<file path="src/mqlb_pkg.sv">
package mqlb_pkg;

    localparam int DATA_W   = 32;
    localparam int CMD_W    = 1;
    localparam int QNUM_W   = 2;
    localparam int STATUS_W = 2;

    localparam logic [CMD_W-1:0] CMD_ENQ = 1'b0;
    localparam logic [CMD_W-1:0] CMD_DEQ = 1'b1;

    localparam logic [STATUS_W-1:0] ST_DONE  = 2'd0;
    localparam logic [STATUS_W-1:0] ST_FULL  = 2'd1;
    localparam logic [STATUS_W-1:0] ST_EMPTY = 2'd2;

    typedef enum logic [1:0] {
        S_IDLE,
        S_LOOKUP,
        S_LINK,
        S_POP
    } t_state;

endpackage

</file>
<file path="src/mqlb_if.sv">
interface mqlb_req_if;
    logic                                 valid;
    logic                                 ready;
    logic [mqlb_pkg::CMD_W-1:0]           command;
    logic [mqlb_pkg::QNUM_W-1:0]          queue_number;
    logic signed [mqlb_pkg::DATA_W-1:0]   push_value;

    modport source (output valid, command, queue_number, push_value, input ready);
    modport sink   (input valid, command, queue_number, push_value, output ready);
endinterface

interface mqlb_rsp_if;
    logic                                 valid;
    logic                                 ready;
    logic [mqlb_pkg::STATUS_W-1:0]        status;
    logic signed [mqlb_pkg::DATA_W-1:0]   popped_value;

    modport source (output valid, status, popped_value, input ready);
    modport sink   (input valid, status, popped_value, output ready);
endinterface

</file>
<file path="src/mqlb_ram.sv">
module mqlb_ram #(
    parameter int WIDTH = 32,
    parameter int DEPTH = 16
) (
    input  logic                                i_clk,
    input  logic                                i_we,
    input  logic [(DEPTH > 1 ? $clog2(DEPTH) : 1)-1:0] i_waddr,
    input  logic [WIDTH-1:0]                    i_wdata,
    input  logic                                i_re,
    input  logic [(DEPTH > 1 ? $clog2(DEPTH) : 1)-1:0] i_raddr,
    output logic [WIDTH-1:0]                    o_rdata
);

    logic [WIDTH-1:0] r_mem [DEPTH];
    logic [WIDTH-1:0] r_rdata;

    always_ff @(posedge i_clk) begin
        if (i_we) begin
            r_mem[i_waddr] <= i_wdata;
        end
        if (i_re) begin
            r_rdata <= r_mem[i_raddr];
        end
    end

    assign o_rdata = r_rdata;

endmodule

</file>
<file path="src/multi_queue_linked_buffer.sv">
// NUM_QUEUES FIFO queues share one store of NUM_SLOTS data slots; free slots
// form a linked list. Each request enqueues push_value to a queue or dequeues
// from it, and yields exactly one response: done, store full (enqueue with no
// free slot or queue number out of range) or queue empty (dequeue). One request
// is handled at a time. A failed request and an enqueue to an empty queue finish
// in the lookup step; an enqueue to a non-empty queue and a successful dequeue
// also need the link or pop step, because each writes the link memory (one write
// port) at two slots, or reads it and then writes it back. A response register
// lets the next request in while the previous response waits; a request stalls
// at any step while that register is full and not taken. No clearing pass
// follows reset: never-used slots are tracked by a fill counter.
module multi_queue_linked_buffer #(
    parameter int NUM_SLOTS  = 16,
    parameter int NUM_QUEUES = 4
) (
    input  logic        i_clk,
    input  logic        i_rst_n,
    mqlb_req_if.sink    i_req,
    mqlb_rsp_if.source  o_rsp
);

    localparam int SW = $clog2(NUM_SLOTS);
    localparam int LW = $clog2(NUM_SLOTS + 1);
    localparam int QW = (NUM_QUEUES > 1) ? $clog2(NUM_QUEUES) : 1;
    localparam int DW = mqlb_pkg::DATA_W;
    localparam logic [LW-1:0] LINK_NULL = LW'(NUM_SLOTS);

    mqlb_pkg::t_state r_state, n_state;

    logic [mqlb_pkg::CMD_W-1:0]     r_cmd;
    logic [mqlb_pkg::QNUM_W-1:0]    r_q;
    logic [DW-1:0]                  r_val;
    logic [LW-1:0]                  r_head;
    logic [LW-1:0]                  r_tail;
    logic [LW-1:0]                  r_slot;
    logic [LW-1:0]                  r_free;
    logic [LW-1:0]                  r_fill;
    logic [NUM_QUEUES-1:0]          r_qvalid;
    logic                           r_out_valid;
    logic [mqlb_pkg::STATUS_W-1:0]  r_status;
    logic signed [DW-1:0]           r_popped;

    logic                   q_we, q_re;
    logic [QW-1:0]          q_waddr, q_raddr;
    logic [2*LW-1:0]        q_wdata, q_rdata;
    logic                   l_we, l_re;
    logic [SW-1:0]          l_waddr, l_raddr;
    logic [LW-1:0]          l_wdata, l_rdata;
    logic                   d_we, d_re;
    logic [SW-1:0]          d_waddr, d_raddr;
    logic [DW-1:0]          d_wdata, d_rdata;

    logic                   accept, can_fin, fin;
    logic [QW+1:0]          q_in_ext, q_cur_ext;
    logic [QW-1:0]          qa;
    logic                   q_ok, hv, free_null, fresh, enq_ok, deq_ok;
    logic [LW-1:0]          head_rd, tail_rd, next_free;
    logic [mqlb_pkg::STATUS_W-1:0] n_status;
    logic [DW-1:0]          n_popped;

    mqlb_ram #(.WIDTH(2 * LW), .DEPTH(NUM_QUEUES)) u_qram (
        .i_clk  (i_clk),
        .i_we   (q_we),
        .i_waddr(q_waddr),
        .i_wdata(q_wdata),
        .i_re   (q_re),
        .i_raddr(q_raddr),
        .o_rdata(q_rdata)
    );

    mqlb_ram #(.WIDTH(LW), .DEPTH(NUM_SLOTS)) u_link (
        .i_clk  (i_clk),
        .i_we   (l_we),
        .i_waddr(l_waddr),
        .i_wdata(l_wdata),
        .i_re   (l_re),
        .i_raddr(l_raddr),
        .o_rdata(l_rdata)
    );

    mqlb_ram #(.WIDTH(DW), .DEPTH(NUM_SLOTS)) u_data (
        .i_clk  (i_clk),
        .i_we   (d_we),
        .i_waddr(d_waddr),
        .i_wdata(d_wdata),
        .i_re   (d_re),
        .i_raddr(d_raddr),
        .o_rdata(d_rdata)
    );

    assign i_req.ready        = (r_state == mqlb_pkg::S_IDLE);
    assign accept             = i_req.valid && i_req.ready;
    assign can_fin            = !r_out_valid || o_rsp.ready;
    assign o_rsp.valid        = r_out_valid;
    assign o_rsp.status       = r_status;
    assign o_rsp.popped_value = r_popped;

    assign q_in_ext  = (QW + 2)'(i_req.queue_number);
    assign q_cur_ext = (QW + 2)'(r_q);
    assign qa        = q_cur_ext[QW-1:0];
    assign q_ok      = (int'(r_q) < NUM_QUEUES);
    assign head_rd   = (q_ok && r_qvalid[qa]) ? q_rdata[2*LW-1:LW] : LINK_NULL;
    assign tail_rd   = (q_ok && r_qvalid[qa]) ? q_rdata[LW-1:0] : LINK_NULL;
    assign hv        = (head_rd != LINK_NULL);
    assign free_null = (r_free == LINK_NULL);
    assign fresh     = (r_free == r_fill);
    assign next_free = fresh ? LW'(r_fill + 1'b1) : l_rdata;
    assign enq_ok    = (r_cmd == mqlb_pkg::CMD_ENQ) && q_ok && !free_null;
    assign deq_ok    = (r_cmd == mqlb_pkg::CMD_DEQ) && hv;

    always_comb begin
        n_state = r_state;
        unique case (r_state)
            mqlb_pkg::S_IDLE: begin
                if (accept) begin
                    n_state = mqlb_pkg::S_LOOKUP;
                end
            end
            mqlb_pkg::S_LOOKUP: begin
                if (can_fin) begin
                    priority if (enq_ok && hv) begin
                        n_state = mqlb_pkg::S_LINK;
                    end else if (deq_ok) begin
                        n_state = mqlb_pkg::S_POP;
                    end else begin
                        n_state = mqlb_pkg::S_IDLE;
                    end
                end
            end
            mqlb_pkg::S_LINK, mqlb_pkg::S_POP: begin
                if (can_fin) begin
                    n_state = mqlb_pkg::S_IDLE;
                end
            end
            default: n_state = mqlb_pkg::S_IDLE;
        endcase
    end

    always_comb begin
        q_we     = 1'b0;
        q_re     = 1'b0;
        q_waddr  = qa;
        q_raddr  = q_in_ext[QW-1:0];
        q_wdata  = '0;
        l_we     = 1'b0;
        l_re     = 1'b0;
        l_waddr  = '0;
        l_raddr  = '0;
        l_wdata  = '0;
        d_we     = 1'b0;
        d_re     = 1'b0;
        d_waddr  = r_free[SW-1:0];
        d_raddr  = head_rd[SW-1:0];
        d_wdata  = r_val;
        fin      = 1'b0;
        n_status = mqlb_pkg::ST_DONE;
        n_popped = '0;
        unique case (r_state)
            mqlb_pkg::S_IDLE: begin
                if (accept) begin
                    q_re    = 1'b1;
                    l_re    = 1'b1;
                    l_raddr = r_free[SW-1:0];
                end
            end
            mqlb_pkg::S_LOOKUP: begin
                if (can_fin) begin
                    if (r_cmd == mqlb_pkg::CMD_ENQ) begin
                        if (!enq_ok) begin
                            fin      = 1'b1;
                            n_status = mqlb_pkg::ST_FULL;
                        end else begin
                            l_we    = 1'b1;
                            l_waddr = r_free[SW-1:0];
                            l_wdata = LINK_NULL;
                            d_we    = 1'b1;
                            q_we    = 1'b1;
                            q_wdata = {(hv ? head_rd : r_free), r_free};
                            fin     = !hv;
                        end
                    end else begin
                        if (!deq_ok) begin
                            fin      = 1'b1;
                            n_status = mqlb_pkg::ST_EMPTY;
                        end else begin
                            l_re    = 1'b1;
                            l_raddr = head_rd[SW-1:0];
                            d_re    = 1'b1;
                        end
                    end
                end
            end
            mqlb_pkg::S_LINK: begin
                if (can_fin) begin
                    l_we    = 1'b1;
                    l_waddr = r_tail[SW-1:0];
                    l_wdata = r_slot;
                    fin     = 1'b1;
                end
            end
            mqlb_pkg::S_POP: begin
                if (can_fin) begin
                    l_we     = 1'b1;
                    l_waddr  = r_head[SW-1:0];
                    l_wdata  = r_free;
                    q_we     = 1'b1;
                    q_wdata  = {l_rdata, r_tail};
                    fin      = 1'b1;
                    n_popped = d_rdata;
                end
            end
            default: begin
                fin = 1'b0;
            end
        endcase
    end

    always_ff @(posedge i_clk) begin
        if (!i_rst_n) begin
            r_state     <= mqlb_pkg::S_IDLE;
            r_free      <= '0;
            r_fill      <= '0;
            r_qvalid    <= '0;
            r_out_valid <= 1'b0;
        end else begin
            r_state <= n_state;
            if (fin) begin
                r_out_valid <= 1'b1;
            end else if (o_rsp.ready) begin
                r_out_valid <= 1'b0;
            end
            if (q_we) begin
                r_qvalid[qa] <= 1'b1;
            end
            if (r_state == mqlb_pkg::S_LOOKUP && can_fin && enq_ok) begin
                r_free <= next_free;
                if (fresh) begin
                    r_fill <= LW'(r_fill + 1'b1);
                end
            end
            if (r_state == mqlb_pkg::S_POP && can_fin) begin
                r_free <= r_head;
            end
        end
    end

    always_ff @(posedge i_clk) begin
        if (accept) begin
            r_cmd <= i_req.command;
            r_q   <= i_req.queue_number;
            r_val <= i_req.push_value;
        end
        if (r_state == mqlb_pkg::S_LOOKUP && can_fin) begin
            r_head <= head_rd;
            r_tail <= tail_rd;
            r_slot <= r_free;
        end
        if (fin) begin
            r_status <= n_status;
            r_popped <= n_popped;
        end
    end

    a_fill_bound: assert property (@(posedge i_clk) disable iff (!i_rst_n)
        int'(r_fill) <= NUM_SLOTS)
        else $error("fill counter beyond slot count");

    a_free_behind_fill: assert property (@(posedge i_clk) disable iff (!i_rst_n)
        (r_free == LINK_NULL) || (r_free <= r_fill))
        else $error("free head points past never-used slots");

    a_link_port: assert property (@(posedge i_clk) disable iff (!i_rst_n)
        !(l_we && l_re))
        else $error("link memory read and written in one cycle");

    a_link_order: assert property (@(posedge i_clk) disable iff (!i_rst_n)
        (r_state == mqlb_pkg::S_LINK || r_state == mqlb_pkg::S_POP) |->
        ($past(r_state) == mqlb_pkg::S_LOOKUP || $past(r_state) == r_state))
        else $error("second memory step entered without lookup");

endmodule

</file>
<file path="src/flat_wrapper.sv">
// flat-port wrapper written by rule: the top's interface ports become plain ports
module multi_queue_linked_buffer_flat 
#(
    parameter int NUM_SLOTS  = 16,
    parameter int NUM_QUEUES = 4
)
  (i_clk, i_rst_n, i_req_valid, i_req_command, i_req_queue_number, i_req_push_value, i_req_ready, o_rsp_valid, o_rsp_status, o_rsp_popped_value, o_rsp_ready);
  mqlb_req_if i_req_i ();
  mqlb_rsp_if o_rsp_i ();
  input  logic i_clk;
  input  logic i_rst_n;
  input wire logic [$bits(i_req_i.valid)-1:0] i_req_valid;
  input wire logic [$bits(i_req_i.command)-1:0] i_req_command;
  input wire logic [$bits(i_req_i.queue_number)-1:0] i_req_queue_number;
  input wire logic [$bits(i_req_i.push_value)-1:0] i_req_push_value;
  output wire logic [$bits(i_req_i.ready)-1:0] i_req_ready;
  output wire logic [$bits(o_rsp_i.valid)-1:0] o_rsp_valid;
  output wire logic [$bits(o_rsp_i.status)-1:0] o_rsp_status;
  output wire logic [$bits(o_rsp_i.popped_value)-1:0] o_rsp_popped_value;
  input wire logic [$bits(o_rsp_i.ready)-1:0] o_rsp_ready;
  assign i_req_i.valid = i_req_valid;
  assign i_req_i.command = i_req_command;
  assign i_req_i.queue_number = i_req_queue_number;
  assign i_req_i.push_value = i_req_push_value;
  assign i_req_ready = i_req_i.ready;
  assign o_rsp_valid = o_rsp_i.valid;
  assign o_rsp_status = o_rsp_i.status;
  assign o_rsp_popped_value = o_rsp_i.popped_value;
  assign o_rsp_i.ready = o_rsp_ready;
  multi_queue_linked_buffer #(.NUM_SLOTS(NUM_SLOTS), .NUM_QUEUES(NUM_QUEUES)) u_core (.i_clk(i_clk), .i_rst_n(i_rst_n), .i_req(i_req_i), .o_rsp(o_rsp_i));
endmodule
</file>
<file path="config.mk">
export PLATFORM = sky130hd
export DESIGN_NAME = multi_queue_linked_buffer_flat
export DESIGN_NICKNAME = d
export VERILOG_FILES = /design/src/mqlb_pkg.sv /design/src/mqlb_if.sv /design/src/mqlb_ram.sv /design/src/multi_queue_linked_buffer.sv /design/src/flat_wrapper.sv
export SDC_FILE = /design/constraint.sdc
export NUM_CORES = 1
export LEC_CHECK = 0
export BUFFER_PORTS_ARGS = -buffer_cell sky130_fd_sc_hd__buf_4
export CELL_PAD_IN_SITES_DETAIL_PLACEMENT = 1
export CELL_PAD_IN_SITES_GLOBAL_PLACEMENT = 1
export CORE_ASPECT_RATIO = 1.5
export CORE_MARGIN = 2
export CORE_UTILIZATION = 50
export CTS_BUF_LIST = sky130_fd_sc_hd__clkbuf_4 sky130_fd_sc_hd__clkbuf_8
export CTS_CLUSTER_DIAMETER = 60
export DETAILED_ROUTE_END_ITERATION = 16
export MAX_ROUTING_LAYER = met4
export PLACE_DENSITY = 0.9
export SYNTH_ARGS = -nofsm -noshare
export SYNTH_HDL_FRONTEND = slang
export SYNTH_SLANG_ARGS = --single-unit
</file>
<file path="constraint.sdc">
create_clock -name i_clk -period 5.3 [get_ports i_clk]
set_input_delay 1.59 -clock i_clk [delete_from_list [all_inputs] [get_ports i_clk]]
set_output_delay 1.59 -clock i_clk [all_outputs]
set_load 0.03 [all_outputs]
</file>
==> results by stage, run 1 <==
Finish:
- In the final layout, the multi-input gates occupy 6740 um2.
- The layout-stage area growth over the synthesis result is 12.2%.
- The final cell count without fillers is 2804.
- In the final layout, the share of cells above drive strength 1 is 17.6%.
- The area of all sequential standard cells is 23100 um2.
- Measured on the finished design, the core utilization comes to 56.7%.
- The filler cells instantiated in the layout total ~5600.
- The final layout net count is 1973.

STA:
- The final critical-path setup slack is 792 ps.
- The timing-limited maximum frequency is approximately 0.22 GHz.
- The max-slew violation total from the final report came to 17.
- Setup repair after global routing left no endpoint under its margin.
- The final setup TNS is 0 ps.
- Headroom to the max-slew limit came out at -1.09%.
- The final-report hold violation count is 0.
- The final clock period utilization by the worst path is 85.1%.
- The transition time at the pin with the least slew margin is 1510 ps.
- The clock skew is 79.3 ps.
- The minimum clock period after layout is between 4000 and 5000 ps.
- Setup violations remaining at the end of the flow were counted as 0.

CTS:
- Clock-pin slew was measured on the worst setup and hold paths at 70 ps.
- The insertion delay of the later-clocked pin in the worst-skew pair is around 790 ps.
- The maximum level of the CTS H-tree is 3.
- The master cell of the clock root buffer is sky130_fd_sc_hd__clkbuf_8.
- Counting along the longest clock path gives a buffer depth of 3.
- The post-CTS setup buffer count is 0.
- The post-cts gate resize count is 0.
- The number of clock buffers added by TritonCTS is 106.
- The CTS tree is yes.
- Buffers inserted to repair hold after CTS numbered 0.
- The number of sinks handled by clock tree synthesis is around 770.

Routing:
- Wires add up to 92200 um.
- After detailed routing, the number of remaining DRC violations is 0.
- In the final routed layout, each cell accounts on average for 32.9 um.
- The total via count in the routed design is about 19000.
- The count of routing violations after the opening detailed-route iteration is approximately 2000.
- The remaining antenna violation count is 0.
- Using the TritonRoute via totals, the vias-per-cell ratio works out to 6.67.
- The number of search-and-repair iterations in the first detailed-routing pass is 6.

Hold path:
- The worst hold path terminates at u_core.o_rsp.popped_value[2].
- The startpoint of the lowest-slack hold path is u_core.u_data.o_rdata[2].
- The number of cells on the worst hold path is 1.
- The path category of the worst min-delay check is register to register.

Synth:
- The count of yosys warnings during synthesis is 0.
- The flip-flop and latch count after synthesis is 774.
- Among all flip-flop cells after synthesis, the most frequent one is sky130_fd_sc_hd__edfxtp_1.
- The register area share after synthesis is 76.1%.
- In this run the biggest area consumer among cell types represents around three quarters of the synthesized area.
- A synthesized cell averages 16.7 um2.
- By count the netlist is led by sky130_fd_sc_hd__edfxtp_1 (757), sky130_fd_sc_hd__mux2i_1 (141), sky130_fd_sc_hd__a221oi_1 (82), sky130_fd_sc_hd__clkbuf_1 (80), sky130_fd_sc_hd__a21oi_1 (71).
- The most common cell in the synthesized netlist is sky130_fd_sc_hd__edfxtp_1.
- The net count after synthesis is 1854.
- The cell area after synthesis is 30300 um2.
- Yosys mapped a number of flops with a built-in enable equal to 757.
- By area the synthesized netlist is led by sky130_fd_sc_hd__edfxtp_1 (75%), sky130_fd_sc_hd__mux2i_1 (4.7%), sky130_fd_sc_hd__a221oi_1 (2.4%).
- The share of synthesized registers carrying an async set or reset is 0%.
- The count of cell types in the netlist is 69.
- The post-synthesis cell type with the largest combined area is sky130_fd_sc_hd__edfxtp_1.
- The synthesized instance count is between 1500 and 2000.

Die:
- The die covers 62700 um2.
- The initial core utilization is 50.5%.
- The height of the die is 306 um.
- The core region is 60000 um2.
- The chip width is a little over 200 um.
- The total I/O pin count is 75.
- The site row count is 110.

Worst setup path:
- The end of the worst register-to-register path is u_core.u_data.r_mem[7][24].
- The type of the worst setup path is register to register.
- The startpoint of the lowest-slack register-to-register path is u_core.r_state[0].
- For the worst setup path, the data required time is 5730 ps.
- The endpoint class of the critical path is a register.
- Walking the worst path, the cells encountered are nand2b_1, nor4_1, nand2_1, nor2_4, buf_4.
- The slowest stage of the critical path belongs to the cell sky130_fd_sc_hd__nor4_1.
- The number of buffers and inverters on the critical path is 1.
- The worst reg2reg path depth is 5.
- The top cell family by delay on the critical path is simple AND/OR/NAND/NOR gates.
- The critical path data arrival time is between 4000 and 5000 ps.
- The worst setup slack for register-to-register paths is 790 ps.
- The startpoint type of the worst setup path is a register.
- The highest net fanout along the worst path is 23.
- In this design, the stage delay of the slowest critical-path cell is 1170 ps.

Global route:
- The pin count of the biggest net entering global routing is roughly 150.
- The initial antenna violation count is 1.
- The via count of the first global-routing pass is about 20000.
- In the global route stage, overall resource usage came out at between 30% and 40%.
- After global routing the overflow that remains totals 0.
- The first global-routing pass estimated 135000 um of wire.

Place:
- The total instance count after detailed placement is 2609.
- The total of buffers placed on input and output ports is between 70 and 80.
- The HPWL after detailed placement is 52400 um.
- Routability-driven placement finished with a final weighted congestion of 0.904.
- The worst slack at placement is 715 ps.

Run:
- The tool flagged a number of max-cap violations equal to 1.

Power and ir drop:
- For this design the ratio of total power to cell area is 355 nW/um2.
- The peak supply drop is 217 uV.
- The leakage power is 0.0114 uW.

Outcome:
- The checks that failed: max-capacitance violations, max-slew violations.
- The flow ran to the end, but the final reports show violations.
## cells in the final DEF, fill, tap and decap left out, types with 9 or more instances in the layout
cell type                    n
sky130_fd_sc_hd__a211oi_1   59
sky130_fd_sc_hd__a21oi_1    71
sky130_fd_sc_hd__a221o_1    25
sky130_fd_sc_hd__a221oi_1   82
sky130_fd_sc_hd__a222oi_1    9
sky130_fd_sc_hd__a22oi_1    33
sky130_fd_sc_hd__and2_1     50
sky130_fd_sc_hd__buf_4     120
sky130_fd_sc_hd__clkbuf_4   32
sky130_fd_sc_hd__clkbuf_8  106
sky130_fd_sc_hd__clkinv_1   27
sky130_fd_sc_hd__clkinv_2   15
sky130_fd_sc_hd__dfxtp_1    17
sky130_fd_sc_hd__edfxtp_1  757
sky130_fd_sc_hd__inv_1      27
sky130_fd_sc_hd__mux2_2     17
sky130_fd_sc_hd__mux2i_1   141
sky130_fd_sc_hd__mux4_2     10
sky130_fd_sc_hd__nand2_1    65
sky130_fd_sc_hd__nand2b_1   13
sky130_fd_sc_hd__nand3_1    21
sky130_fd_sc_hd__nand3b_1   32
sky130_fd_sc_hd__nor2_1     41
sky130_fd_sc_hd__nor2_4     16
sky130_fd_sc_hd__o21ai_0    68
sky130_fd_sc_hd__o21ai_1     9
sky130_fd_sc_hd__or3_1      18
sky130_fd_sc_hd__xor2_1      9
## worst register-to-register path, cell delays in order, from the launching register on
cell                       delay, ps
sky130_fd_sc_hd__dfxtp_1        1000
sky130_fd_sc_hd__nand2b_1        360
sky130_fd_sc_hd__nor4_1         1170
sky130_fd_sc_hd__nand2_1         580
sky130_fd_sc_hd__nor2_4          740
sky130_fd_sc_hd__buf_4           340
## worst max-delay path by stage
stage / start / depth (start not counted) / end
detailed placement: o_rsp_ready / 6 / u_core.u_data.r_mem[11][11]
finish: u_core.r_state[0] / 5 / u_core.u_data.r_mem[7][24]
global placement: o_rsp_ready / 6 / u_core.u_data.r_mem[7][13]
global route: u_core.r_state[0] / 5 / u_core.u_data.r_mem[7][24]
floorplan: o_rsp_ready / 5 / u_core.u_data.r_mem[3][0]
CTS: u_core.r_state[0] / 5 / u_core.u_data.r_mem[7][24]
## routing by layer
| layer | global-route usage (%) | share of wire (%) |
|---|---|---|
| met1 | 33.7 | 34 |
| met2 | 50.6 | 51 |
| met3 | 6.13 | 8.1 |
| met4 | 20.3 | 7.2 |
| met5 | - | 0 |
## report_power, final
group          internal (uW)  leakage (uW)  switching, uW
registers               6770       0.00699            114
logic                    146       0.00328            277
clock network           2360       0.00111           2420
total                   9270        0.0114           2810
## cells by family (layout without fill, tap and decap cells)
logic type,Yosys count,after routing,synth area share [%]
compound gates,428,428,10.3
xor+xnor,12,12,0.347
fa+ha+maj,1,1,0.0413
buf+inv,145,350,2.14
flops,774,774,76.1
mux,169,169,6.07
other cells,0,1,0
simple gates,285,285,5.00
## area by class of cell
cell class                 count  share of cell area (%)
clock inverter                56                    1.21
antenna                        1                 0.00736
tap                          784                    2.88
timing repair buffer         124                    2.88
multi-input combinational    895                    19.8
clock buffer                 138                    5.00
sequential                   774                    67.8
inverter                      32                   0.353
## sequential cells by signal, indices dropped and copies added (netlist names)
signal and count:
u_core.d_wdata 32, u_core.o_rsp.popped_value 32, u_core.o_rsp.status 2, u_core.o_rsp.valid 1, u_core.q_waddr 2, u_core.r_cmd 1, u_core.r_fill 5, u_core.r_free 5
u_core.r_head 5, u_core.r_qvalid 4, u_core.r_slot 5, u_core.r_state 2, u_core.r_tail 4, u_core.u_data.o_rdata 32, u_core.u_data.r_mem 512, u_core.u_link.o_rdata 5
u_core.u_link.r_mem 80, u_core.u_qram.o_rdata 9, u_core.u_qram.r_mem 36
## through the flow
step           instance area, um2  power, uW  hold WS, ps
2_1_floorplan               30300       7210          406
3_3_place_gp                31900       7370          467
3_5_place_dp                31900       7410          505
4_1_cts                     34000      12100          521
5_1_grt                     34000      12400          546
6_report                    34000      12100          513
Note: power is estimated with default switching activity, not from simulation.
==> inputs of run 2 (changes only) <==
--- a/config.mk
+++ b/config.mk
@@ -5,17 +5,18 @@
 export SDC_FILE = /design/constraint.sdc
 export NUM_CORES = 1
 export LEC_CHECK = 0
+export ABC_AREA = 1
 export BUFFER_PORTS_ARGS = -buffer_cell sky130_fd_sc_hd__buf_4
 export CELL_PAD_IN_SITES_DETAIL_PLACEMENT = 1
 export CELL_PAD_IN_SITES_GLOBAL_PLACEMENT = 1
 export CORE_ASPECT_RATIO = 1.5
 export CORE_MARGIN = 2
-export CORE_UTILIZATION = 50
+export CORE_UTILIZATION = 49
 export CTS_BUF_LIST = sky130_fd_sc_hd__clkbuf_4 sky130_fd_sc_hd__clkbuf_8
 export CTS_CLUSTER_DIAMETER = 60
 export DETAILED_ROUTE_END_ITERATION = 16
 export MAX_ROUTING_LAYER = met4
-export PLACE_DENSITY = 0.9
+export PLACE_DENSITY = 0.91
 export SYNTH_ARGS = -nofsm -noshare
 export SYNTH_HDL_FRONTEND = slang
 export SYNTH_SLANG_ARGS = --single-unit
==> run 2 against run 1 <==
Effect of this change: the flow now finishes without violations; maximum frequency is 11% higher; sequential share of layout area up 0.22 points; final area shrank 0.32%; first-iteration DRC count grew 14%; critical path depth rose by 9; sequential cell count did not move; setup slack improved by 450 ps; core utilization fell by 1.2 points.
==> results by stage, run 2 <==
Outcome:
- The run finished with clean final reports.

STA:
- Setup repair after global routing left no endpoint under its margin.
- On the final layout, the worst clock skew is around 43 ps.
- The final-report hold violation count is 0.
- The timing-limited maximum frequency is 0.246 GHz.
- For the pin with the worst max-slew slack, the measured transition is 1280 ps.
- Of the available clock period, the critical path in the final layout requires 76.6%.
- The routed design could run at a clock period as short as 4060 ps.
- The max-slew violation total from the final report is 0.
- Setup violations remaining at the end of the flow were counted as 0.
- The worst relative slew slack is approximately 14%.
- The final setup TNS is 0 ps.

Finish:
- The most common library cell in the layout ignoring fill and taps is sky130_fd_sc_hd__edfxtp_1.
- u_core.u_data.r_mem holds more flip-flops than any other register.
- The total of fill cells in the finished design is 6060.
- The sequential cells in the finished layout cover a total of 23100 um2.
- The area taken by multi-input logic gates is ~6200 um2.
- Leaving out fill and tap cells, the most frequent cells in the layout are sky130_fd_sc_hd__edfxtp_1 (757), sky130_fd_sc_hd__nand2_1 (335), sky130_fd_sc_hd__nor2_1 (322).
- The flip-flop count of the largest register after layout is just over 500.
- In the final layout, the share of cells above drive strength 1 is about an eighth.
- The final cell count without fillers is 3326.
- The largest registers in the layout are u_core.u_data.r_mem x512, u_core.u_link.r_mem x80, u_core.u_qram.r_mem x36.
- The final layout net count is 2485.
- The layout-stage area growth over the synthesis result is 11.8%.

Synth:
- The flip-flop and latch count after synthesis is 774.
- The adder-cell share of the synthesized area is 0.0413%.
- The synthesized design devotes to its leading area cell type around 75% of total area.
- The register area share after synthesis is 76.1%.
- Yosys instantiated no cell more often than sky130_fd_sc_hd__edfxtp_1.
- After synthesis, the share of flip-flops with an asynchronous set or reset is 0%.
- The count of yosys warnings during synthesis is 0.
- The synthesized netlist devotes 7.34% of its cell area to compound gates.
- The post-synthesis average cell area is around 13 um2.
- Counting every instance in the synthesized netlist gives 2345.
- The number of nets handed over by synthesis was 2385.
- Summing every instance area after synthesis gives 30300 um2.
- The number of enable-type register cells in the synthesized netlist is 757.
- The simple-gate area share of the yosys netlist is 12.4%.
- Among all flip-flop cells after synthesis, the most frequent one is sky130_fd_sc_hd__edfxtp_1.
- Counting distinct cell types in the post-synthesis netlist gives 34.
- By area, the combinational part of the netlist is dominated by simple AND/OR/NAND/NOR gates.
- By area the synthesized netlist is led by sky130_fd_sc_hd__edfxtp_1 (75%), sky130_fd_sc_hd__nor2_1 (4.2%), sky130_fd_sc_hd__nand2_1 (4.1%).
- The share of cell area taken by muxes after synthesis is 0%.
- The xor and xnor fraction of the mapped netlist area is less than 1%.
- The commonest cells after synthesis are sky130_fd_sc_hd__edfxtp_1 (757), sky130_fd_sc_hd__nor2_1 (338), sky130_fd_sc_hd__nand2_1 (335), sky130_fd_sc_hd__nand3_1 (192), sky130_fd_sc_hd__o21ai_0 (159).
- sky130_fd_sc_hd__edfxtp_1 takes more of the synthesized area than any other cell.

CTS:
- The clock buffer count from CTS is 107.
- Post-CTS timing repair inserted 0 buffers for setup.
- Counting along the longest clock path gives a buffer depth of 3.
- The number of sinks handled by clock tree synthesis is 774.
- The cell sitting at the root of the clock tree is a sky130_fd_sc_hd__clkbuf_8.
- The post-cts hold buffer count is 0.
- After clock tree synthesis, the clock-pin slew on the worst setup and hold paths is 70 ps.
- The CTS tree is yes.
- At the later pin of the worst-skew pair, clock insertion delay measures 770 ps.
- The clock tree synthesis step divided the H-tree into 3 levels.
- The post-cts gate resize count is 0.

Die:
- The core region is 61100 um2.
- The die is 207 um wide.
- After floorplanning, the core was divided into about 110 placement rows.
- The total I/O pin count is 75.
- The height of the die is about 300 um.
- The total die area is 63900 um2.
- The initial core utilization is approximately half.

Run:
- The number of maximum-capacitance constraint violations is 0.

Place:
- The total of buffers placed on input and output ports is 74.
- In this run, placement finished with an instance count of 3127.
- The placer congestion estimate is approximately 0.90.
- The HPWL after detailed placement is 54700 um.

Worst setup path:
- The signal on the critical path passes through inv_2, nand2_1, nand2_1, nand2_1, nand2_4, nand2_4, inv_6, buf_4, nand2_1, nand3_1, nand2_1, a21oi_1, nand2_1, nand2_1.
- The standard cell with the maximum stage delay on the critical path is sky130_fd_sc_hd__inv_6.
- In this design, the stage delay of the slowest critical-path cell is 900 ps.
- Data arrives at the worst endpoint at 4670 ps.
- The critical path in this run is classified as register to register.
- In this run the worst path has a maximum fanout of 116.
- The most frequent cell on the critical path is sky130_fd_sc_hd__nand2_1.
- The required time of the critical path is 5910 ps.
- The worst setup slack for register-to-register paths is around 1200 ps.
- STA classifies the critical path endpoint as a register.
- The worst setup path is launched from a register.

Power and ir drop:
- The power density normalized to cell area is 355 nW/um2.
- The leakage power is around 0.012 uW.
- The peak supply drop is 238 uV.

Routing:
- Wires add up to slightly below 90000 um.
- The number of search-and-repair iterations in the first detailed-routing pass is 5.
- The total via count in the routed design is 20300.
- The via count normalized by instance count is approximately 6.1.
- The count of routing violations after the opening detailed-route iteration is roughly 2300.
- The routed wirelength normalized by instance count is approximately 27 um.
- The count of nets left with antenna violations once routing finished came out at 0.
- In the routed design, unresolved DRC markers number 0.

Global route:
- The initial antenna violation count is 1.
- Summed over all layers, the global routing overflow is 0.
- The via count of the first global-routing pass is 21700.
- The global-route wire length before repair is approximately 130000 um.
- Across every metal layer, demand over resource in global routing totals 28.7%.
- The pin count of the biggest net entering global routing is 117.

Hold path:
- The path category of the worst min-delay check is register to register.
run 2: cell count changes in the layout (fill, tap and decap cells not counted), sizes merged, moves of 66 or more:
cell	change
a221oi	-82
inv	+113
mux2i	-141
nand2	+272
nand3	+171
nor2	+283
o211ai	+69
o21ai	+96
o22ai	+66
run 2: kinds of logic (layout without fill, tap and decap cells):
family                   after synthesis  in the layout
adder cells (fa/ha/maj)                1              1
AND/OR/NAND/NOR                      899            899
flip-flops                           774            774
buffers and inverters                276            465
other                                  0              1
AO/OA/AOI/OAI                        387            387
XOR/XNOR                               8              8
run 2: where the power goes:
group,switching [uW],internal [uW]
sequential,120,6790
combinational,312,110
clock,2280,2420
run 2: per-stage QoR:
| step | util, % | cell area (um2) | hold slack (ps) | worst slack [ps] | power, uW |
|---|---|---|---|---|---|
| 3_3_place_gp | 51.9 | 31700 | 451 | 1120 | 7410 |
| 3_5_place_dp | 51.9 | 31700 | 482 | 901 | 7450 |
| 6_report | 55.5 | 33900 | 499 | 1240 | 12000 |
| 2_1_floorplan | - | 30300 | 403 | 575 | 7220 |
| 4_1_cts | 55.5 | 33900 | 497 | 1280 | 12100 |
| 5_1_grt | 55.5 | 33900 | 520 | 1020 | 12300 |
run 2: worst paths after layout:
| check | from | to | cells after the start |
|---|---|---|---|
| worst max-delay path | u_core.q_waddr[0] | u_core.u_data.o_rdata[19] | 14 |
| worst min-delay path | u_core.r_qvalid[2] | u_core.r_qvalid[2] | 2 |
| worst max register to register | u_core.q_waddr[0] | u_core.u_data.o_rdata[19] | 14 |
| worst min register to register | u_core.r_qvalid[2] | u_core.r_qvalid[2] | 2 |
run 2: critical path: cells and delay by family (launching register included):
kind | cells | cell delay, ps
buffers and inverters | 3 | 1670
and+or+nand+nor | 10 | 1420
DFF | 1 | 500
AOI/OAI and AO/OA | 1 | 260
run 2: layer usage:
layer  track usage [%]  up-vias  share of wire, %
met1              31.7    10200                35
met5                 -        -                 0
met4              15.6        0               4.9
met2              49.7     1154                53
met3              4.91      307               7.5
li1                  -     8596                 -
run 2: layout make-up:
cell class | instances | share of cell area (%)
clock buffer | 146 | 5.48
inverter | 152 | 1.71
timing repair buffer | 115 | 2.58
clock inverter | 52 | 0.923
sequential | 774 | 68.1
tap | 791 | 2.92
multi-input combinational | 1295 | 18.3
antenna | 1 | 0.00738
==> inputs of run 3 (changes only) <==
--- a/config.mk
+++ b/config.mk
@@ -5,18 +5,18 @@
 export SDC_FILE = /design/constraint.sdc
 export NUM_CORES = 1
 export LEC_CHECK = 0
-export ABC_AREA = 1
+export ABC_AREA = 0
 export BUFFER_PORTS_ARGS = -buffer_cell sky130_fd_sc_hd__buf_4
 export CELL_PAD_IN_SITES_DETAIL_PLACEMENT = 1
 export CELL_PAD_IN_SITES_GLOBAL_PLACEMENT = 1
 export CORE_ASPECT_RATIO = 1.5
 export CORE_MARGIN = 2
-export CORE_UTILIZATION = 49
+export CORE_UTILIZATION = 56
 export CTS_BUF_LIST = sky130_fd_sc_hd__clkbuf_4 sky130_fd_sc_hd__clkbuf_8
 export CTS_CLUSTER_DIAMETER = 60
 export DETAILED_ROUTE_END_ITERATION = 16
 export MAX_ROUTING_LAYER = met4
-export PLACE_DENSITY = 0.91
+export PLACE_DENSITY = 0.94
 export SYNTH_ARGS = -nofsm -noshare
 export SYNTH_HDL_FRONTEND = slang
 export SYNTH_SLANG_ARGS = --single-unit
==> constraint.sdc (replaced) <==
create_clock -name i_clk -period 4.2 [get_ports i_clk]
set_input_delay 1.26 -clock i_clk [delete_from_list [all_inputs] [get_ports i_clk]]
set_output_delay 1.26 -clock i_clk [all_outputs]
set_load 0.03 [all_outputs]
==> run 3 against run 2 <==
Effect of this change: die area down 12%; combinational power up 35%; sequential cell count unchanged; clock power up 27%; register-to-register slack worse by 950 ps; power up 27%; non-clock buffer count up 38; clock skew down 0.83 ps; critical path depth down 7; final area up 1.3%; maximum frequency up 3.7%; highest routed layer unchanged.
==> results by stage, run 3 (synthesized netlist as in run 1, its figures left out) <==
Outcome:
- The flow ran to the end, and the final reports show no timing, DRC or antenna violations.

STA:
- Of the available clock period, the critical path in the final layout requires 93.2%.
- The max-slew violation total from the final report is 0.
- Setup repair after global routing left no endpoint under its margin.
- The clock arrives with 41.8 ps of skew.
- The final-report hold violation count came to 0.
- Headroom to the max-slew limit came out at 21.8%.
- The total of endpoints with negative setup slack in the final report is 0.
- For this run, the top clock speed supported by timing is 0.255 GHz.
- The minimum clock period after layout is 3910 ps.
- The final setup TNS is 0 ps.
- At the pin with the least slew margin, the transition time is between 1000 and 1500 ps.

Routing:
- The routed wirelength normalized by instance count is 35.2 um.
- The final layout contains routed wiring with a total length of between 90000 and 100000 um.
- For this block, the initial DRC count from the detailed router was 2496.
- The number of search-and-repair iterations in the first detailed-routing pass is 6.
- In the routed layout, each cell is associated on average with a via count of between 7 and 8.
- For this run, design rule violations remaining after detail routing come to 0.
- The total via count in the routed design is 19300.
- The remaining antenna violation count is 0.

CTS:
- The master cell of the clock root buffer is sky130_fd_sc_hd__clkbuf_8.
- The post-cts hold buffer count is 0.
- Gates resized during post-CTS repair numbered 0.
- CTS built an H-tree with a depth of 3.
- TritonCTS built the clock tree.
- The clock drives about 770 sinks.
- The clock input transition at the sequential cells of the worst setup and hold paths is 70 ps.
- The clock buffer count from CTS is 107.
- After clock tree synthesis, the setup repair step added 0 buffers.
- The maximum root-to-sink buffer count is 3.
- The clock reaches the later pin of the worst-skew pair after 760 ps.

Finish:
- The register with the most flip-flops is u_core.u_data.r_mem.
- The area growth from synthesis to layout is 13.3%.
- Of the cells placed in the final design, the portion with a size suffix greater than 1 is 18.9%.
- The layout has between 4000 and 5000 filler cells.
- The sequential cells in the finished layout cover a total of 23100 um2.
- The final layout net count is between 2000 and 2500.
- Leaving out filler cells and counting taps, the final layout contains 2743.
- In the final layout, the registers with the most flip-flops are u_core.u_data.r_mem x512, u_core.u_link.r_mem x80, u_core.u_qram.r_mem x36.
- The register with the most flip-flops in the layout has 512 of them.
- The library cells used most frequently in the layout, excluding fill and tap cells, are sky130_fd_sc_hd__edfxtp_1 (757), sky130_fd_sc_hd__mux2i_1 (141), sky130_fd_sc_hd__buf_4 (133).
- The most common library cell in the layout ignoring fill and taps is sky130_fd_sc_hd__edfxtp_1.
- The area of all placed cells without fillers is 34300 um2.
- Summing all multi-input logic gate instances after layout gives 6760 um2.
- The final design utilization is 64.0%.

Run:
- The number of maximum-capacitance constraint violations is 0.

Place:
- The placer congestion estimate is between 0.9 and 1.
- The HPWL after detailed placement is 54800 um.
- The total instance count after detailed placement is 2543.
- The placed instances occupy a cell area of 32200 um2.
- The total of buffers placed on input and output ports is between 70 and 80.

Worst setup path:
- Together, buffers and inverters on the worst path number 1.
- The worst setup path is launched from a register.
- The largest individual stage delay along the critical path comes from the cell sky130_fd_sc_hd__mux4_2.
- The largest single stage delay on the critical path is 720 ps.
- Broken down by cell family, the worst path's largest delay share belongs to simple AND/OR/NAND/NOR gates.
- The highest net fanout along the worst path is 18.
- The signal on the critical path passes through mux4_2, nand2_4, inv_2, nand2_1, o21ai_0, a211oi_1, or3_1.
- The required time of the critical path is 4670 ps.
- The critical path is of the register to register type.
- The critical path data arrival time is between 4000 and 5000 ps.
- STA classifies the critical path endpoint as a register.

Die:
- The total core area is 53600 um2.
- The die covers 56100 um2.
- The die is 289 um tall.
- 75 I/O pins were placed.
- The initial core utilization is 56.5%.
- Row generation in the floorplan step produced 104 rows.
- The die is slightly below 200 um wide.

Power and ir drop:
- The power density normalized to cell area is about 440 nW/um2.
- The portion of total power attributed to the clock network is 39.3%.
- The part of the power in registers is 56.9%.
- The peak supply drop is between 300 and 400 uV.
- The switching power is about 3600 uW.
- The leakage power is 0.0116 uW.
- Net switching is 23.3% of the power.
- The total internal power is about 12000 uW.
- The power share of the combinational group is 3.7%.
- The design draws 15200 uW.

Global route:
- The initial antenna violation count is 1.
- The residual overflow from global routing is 0.
- The first global-routing pass estimated 142000 um of wire.
- The via count of the first global-routing pass is approximately 20000.
- The pin count of the biggest net entering global routing is approximately 140.
- Global routing used 35.8% of the available tracks.

Hold path:
- In this run the worst hold path is classified as register to register.
run 3: final timing paths:
check	start	to	slack (ps)	depth (start not counted)
setup / recovery	u_core.q_waddr[0]	u_core.u_data.o_rdata[22]	290	7
hold / removal	u_core.u_data.o_rdata[23]	u_core.o_rsp.popped_value[23]	530	1
setup reg to reg	u_core.q_waddr[0]	u_core.u_data.o_rdata[22]	290	7
hold reg to reg	u_core.u_data.o_rdata[23]	u_core.o_rsp.popped_value[23]	530	1
run 3: final cells by class:
type / count / area share (%)
clock inverters: 57 / 0.998
repair buffers: 153 / 4.07
well taps: 689 / 2.51
multi-input cells: 895 / 19.7
inverters: 32 / 0.350
diodes: 1 / 0.00729
clock buffers: 142 / 5.18
flip-flops and latches: 774 / 67.2
run 3: through the flow:
stage          hold WS [ps]  worst slack (ps)
2_1_floorplan           406               206
3_3_place_gp            465               664
3_5_place_dp            511               590
4_1_cts                 531               430
5_1_grt                 531               210
6_report                525               285
run 3: worst register-to-register path, delay by kind of cell, from the launching register on:
kind	cells	cell delay, ps
and+or+nand+nor	3	1250
AOI/OAI and AO/OA	2	790
muxes	1	720
DFF	1	530
buffers and inverters	1	330
run 3: layer usage:
layer  wire length (um)  vias to the layer above  track usage [%]
met1              33500                     9730             41.7
met2              48600                     1542             58.9
met3               8510                      422             6.59
met5                  0                        -                -
li1                   -                     7603                -
met4               5960                        0             20.4
run 3: power by group through the flow:
stage | Clock, uW | Combinational (uW) | Sequential [uW]
finish | 5990 | 568 | 8680
global placement | 0 | 498 | 8810
floorplan | 0 | 314 | 8790
global route | 6280 | 593 | 8680
detailed placement | 0 | 533 | 8830
CTS | 6000 | 557 | 8670
